===== src/hw/rtl/cts_mul.sv =====
`timescale 1ns / 1ps
// ----------------------------------------------------------------------------
// cts_mul: shared signed multiplier
// Registered product; an operand pair issued in one cycle is ready in the next.
// ----------------------------------------------------------------------------
module cts_mul #(
  parameter int A_W = 33,
  parameter int B_W = 18
) (
  input  logic                   clk,
  input  logic signed [A_W-1:0]  a,
  input  logic signed [B_W-1:0]  b,
  output logic signed [A_W+B_W-1:0] p
);

  logic signed [A_W+B_W-1:0] p_r;

  always_ff @(posedge clk) begin
    p_r <= a * b;
  end

  assign p = p_r;

endmodule


===== config.mk =====
export PLATFORM = sky130hd
export DESIGN_NAME = cts_mul
export DESIGN_NICKNAME = d
export VERILOG_FILES = /design/src/hw/rtl/cts_mul.sv
export SDC_FILE = /design/constraint.sdc
export NUM_CORES = 2
export LEC_CHECK = 0
export BUFFER_PORTS_ARGS = -buffer_cell sky130_fd_sc_hd__buf_2
export CAP_MARGIN = 25
export CORE_MARGIN = 2
export CORE_UTILIZATION = 60
export CTS_BUF_LIST = sky130_fd_sc_hd__clkbuf_8
export DETAILED_ROUTE_END_ITERATION = 7
export GPL_ROUTABILITY_DRIVEN = 0
export PLACE_DENSITY = 0.84
export SETUP_SLACK_MARGIN = 0.1
export SYNTH_ARGS = -nofsm -noshare
export SYNTH_HDL_FRONTEND = slang
export SYNTH_SLANG_ARGS = --single-unit

===== constraint.sdc =====
create_clock -name clk -period 18.6 [get_ports clk]
set_input_delay 3.72 -clock clk [delete_from_list [all_inputs] [get_ports clk]]
set_output_delay 3.72 -clock clk [all_outputs]
set_load 0.02 [all_outputs]

== After elaboration in Yosys (flattened, before gate mapping) ==
Cells that the tools add are included.
Operators by class
  $mul: 1
Operators by type and width (count)
  multiplier 33 x 18 -> 51 bit: 1
Storage, ports and cells
  register bits after elaboration: 51
  output and inout port bits: 51
  word-level logic and storage cells: 2

== Logic depth before layout (Yosys ltp) ==
  depth after elaboration: 1
  depth in mapped cells: 26
  mapped depth without buffers: 24

== Worst setup path before layout ==
Ideal clock, no wire load.
  path type: input to register
  start: input a[23]
  end: register p_r[45] (netlist: p[45])
  arrival: 9.444 ns
  setup slack: 9.084 ns
  stages: 24
  buffers on the path: 3
  cells stage by stage: clkbuf_1 clkbuf_1 nand2_1 fa_1 fa_1 fa_1 inv_1 fa_1 fa_1 inv_1 fa_1 inv_1 ha_1 clkbuf_2 a21oi_1 o2111ai_1 a221oi_1 nor2b_1 a31oi_4 o31ai_2 a311oi_4 o221ai_2 a21oi_2 xnor2_1
Between the ends
  word-level cells in the longest chain between the ends: 1
Ends and longest elaborated chain
  start: declaration: RTL line 11  | input logic signed [A_W-1:0] a,
  multiplier 33 x 18 -> 51 bit: RTL line 19  | p_r <= a * b;
  end signal: assignment: RTL line 19
  end: declaration: RTL line 16  | logic signed [A_W+B_W-1:0] p_r;
No other way between the ends.

== Worst setup path after layout ==
  start: input b[3]
  end: register p_r[45] (netlist: p[45])
Between the ends
  word-level cells in the longest chain between the ends: 1
Ends and longest elaborated chain
  start: declaration: RTL line 12  | input logic signed [B_W-1:0] b,
  multiplier 33 x 18 -> 51 bit: RTL line 19
No other way between the ends.

==> results.toml <==
[synthesis]
synth_edf_count = 0
syn_avg_cell_area_um2 = 9.136
synth.cells.most_frequent = "inv_1 (618), fa_1 (569), nand2_1 (358)"
synth_most_common_cell = "inv_1"
ys_dominant_reg_cell = "dfxtp_1"
post-synth-top-area-fraction = 0.5356
ys_top_cells_by_area = "fa_1 (54%), inv_1 (11%), ha_1 (7.2%)"
synthCells = 2328
synth_area_um2 = 21270
yosys.area.top_type = "fa_1"
synth_seq_cells = 51
synthArstFlopShare = 0
ys_types = 58
yosysSeqAreaShare = 0.04801
synth_nets = 3072
yosys_warnings = 0

[worst_setup_path]
crit_family = "adder cells"
critPathMaxStageDelay_ns = 0.68
crit_arrival_ns = 10.47
crit_path_cell_trace = "buf_2, nand2_1, fa_1, fa_1, fa_1, inv_1, fa_1, fa_1, inv_1, fa_1, inv_1, ha_1, a21oi_1, o2111ai_1, a221oi_1, nor2b_1, a31oi_4, o31ai_2, a311oi_4, o221ai_2, a21oi_2, xnor2_1"
worstPathRequired_ns = 18.95
startpoint_type = "input pin"
crit_type = "input pin to flip-flop"
cp_common_cell = "fa_1"
end_kind = "flip-flop"
cp_slowest_cell = "buf_2"
critPathMaxFanout = 33
crit_buf_inv = 4

[sta]
final_hold_viol_count = 0
setup_viol = 0
period_minus_slack_ns = 10.12
grt_setup_unrepaired = "false"
finalCritPeriodShare = 0.5441
fmax_ghz = 0.09881
fin_tns_setup_ns = 0
report.final.slew_viol_count = 0
tightest_slew_ns = 0.9265
slew_headroom = 0.3823

[drt]
routedWlPerCell_um = 19.38
dr.max_layer_used = "met5"
vias_per_cell = 5.642
met1Wirelength_mm = 19.41
wl_mm = 54.13
wl_met2_mm = 27.10
vias = 15770
firstDrtPassIters = 5
drt_iter0_drc = 1356
antenna_left = 0
route.met3.wl_mm = 5.294
drc = 0

[die]
core_um2 = 34710
die_y_um = 192.3
num_rows = 68
die_area_um2 = 36970
die_w_um = 192.3
num_io_pins = 103
initial_core_util = 0.6127

[global_route]
grt_pass1_vias = 17920
gr-usage-all-layers = 0.3169
grt_pass1_wl_mm = 89.49
grt_max_degree = 34
grt_overflow = 0
antenna_found_initial = 9

[cts]
cts_tree = "yes"
cts_hold_buf = 0
clk_path_buf_depth = 2
cts.sinks = 51
cts_setup_buffers = 0
path_clk_slew_ns = 0.16
numCtsBuffers = 5
cts_resized = 0
htreeDepth = 2
cts_root_buffer = "clkbuf_8"

[finish]
drive_gt1_frac = 0.05525
area_delta_synth_final_pct = 3.830
fillers = 2737
largest_register_ffs = 51
nNetsFinal = 3078
final_core_util = 0.6361
instances_no_fill = 2794

[placement]
dpl.hpwl_mm = 42.59
io_buffers = 102
dp_cells = 2782

[flow_run]
max_cap_viol_count = 0

[status]
outcome = "finished clean"

[min_path]
hp-class = "input pin to flip-flop"
[cells by family (layout without fill, tap and decap cells)]
family / Yosys count / after routing / synth area share
xor+xnor: 54 / 54 / 0.02224
fa+ha+maj: 692 / 692 / 0.6080
buf+inv: 722 / 729 / 0.1278
flops: 51 / 51 / 0.04801
compound gates: 129 / 129 / 0.04183
other cells: 0 / 4 / 0
simple gates: 680 / 680 / 0.1521
[final cells by class]
class / count / area, µm² / share of cell area
diodes: 4 / 10.01 / 0.0004533
multi-input cells: 1555 / 17530 / 0.7938
clock buffers: 5 / 68.82 / 0.003116
well taps: 455 / 569.3 / 0.02578
repair buffers: 103 / 518.0 / 0.02346
flip-flops and latches: 51 / 1021 / 0.04624
inverters: 618 / 2320 / 0.1050
clock inverters: 3 / 47.55 / 0.002153
[metrics by stage]
step,instance area [µm²],hold slack (ns),worst slack (ns)
after floorplan,21270,3.842,9.084
after global placement,21960,4.138,8.338
after detailed placement,21960,4.135,8.163
after CTS,22070,3.808,8.579
after global routing,22070,3.815,8.264
final,22080,3.833,8.479
[final timing paths]
check / startpoint / endpoint / slack (ns) / cells after the start
hold / removal: a[0] / p[0] / 3.83 / 2
setup / recovery: b[3] / p[45] / 8.48 / 22
[cells in the final DEF (no fill, tap or decap), types with 2 or more instances in the layout]
cell,synthesis,routed
a21oi_1,40,40
a21boi_0,3,3
inv_1,618,618
nand2b_1,7,7
buf_2,0,102
o21ai_1,2,2
fa_1,569,569
o21ai_0,23,23
dfxtp_1,51,51
nor2_1,48,48
a31o_2,2,2
or3_1,3,3
nor3_1,8,8
ha_1,123,123
and2_1,231,231
xor2_1,11,11
o21a_1,9,9
a21o_1,11,11
and4_1,2,2
o211ai_1,5,5
o21bai_1,4,4
and3_1,3,3
a31oi_1,4,4
nor2b_1,6,6
nand4_1,3,3
nand2_1,358,358
diode_2,0,4
a21oi_2,4,4
nand3_1,6,6
clkbuf_8,0,5
xnor2_1,43,43
o311ai_1,2,2
[per-layer routing]
metal | global-route usage | vias to the layer above
li1 | - | 6618
met1 | 0.3871 | 8026
met2 | 0.5415 | 890
met3 | 0.06892 | 229
met4 | 0.1427 | 2
met5 | 0 | -
Power is left out: the tool's default activity adds up to more than one toggle a clock period on the data nets, which glitch-free logic cannot reach.
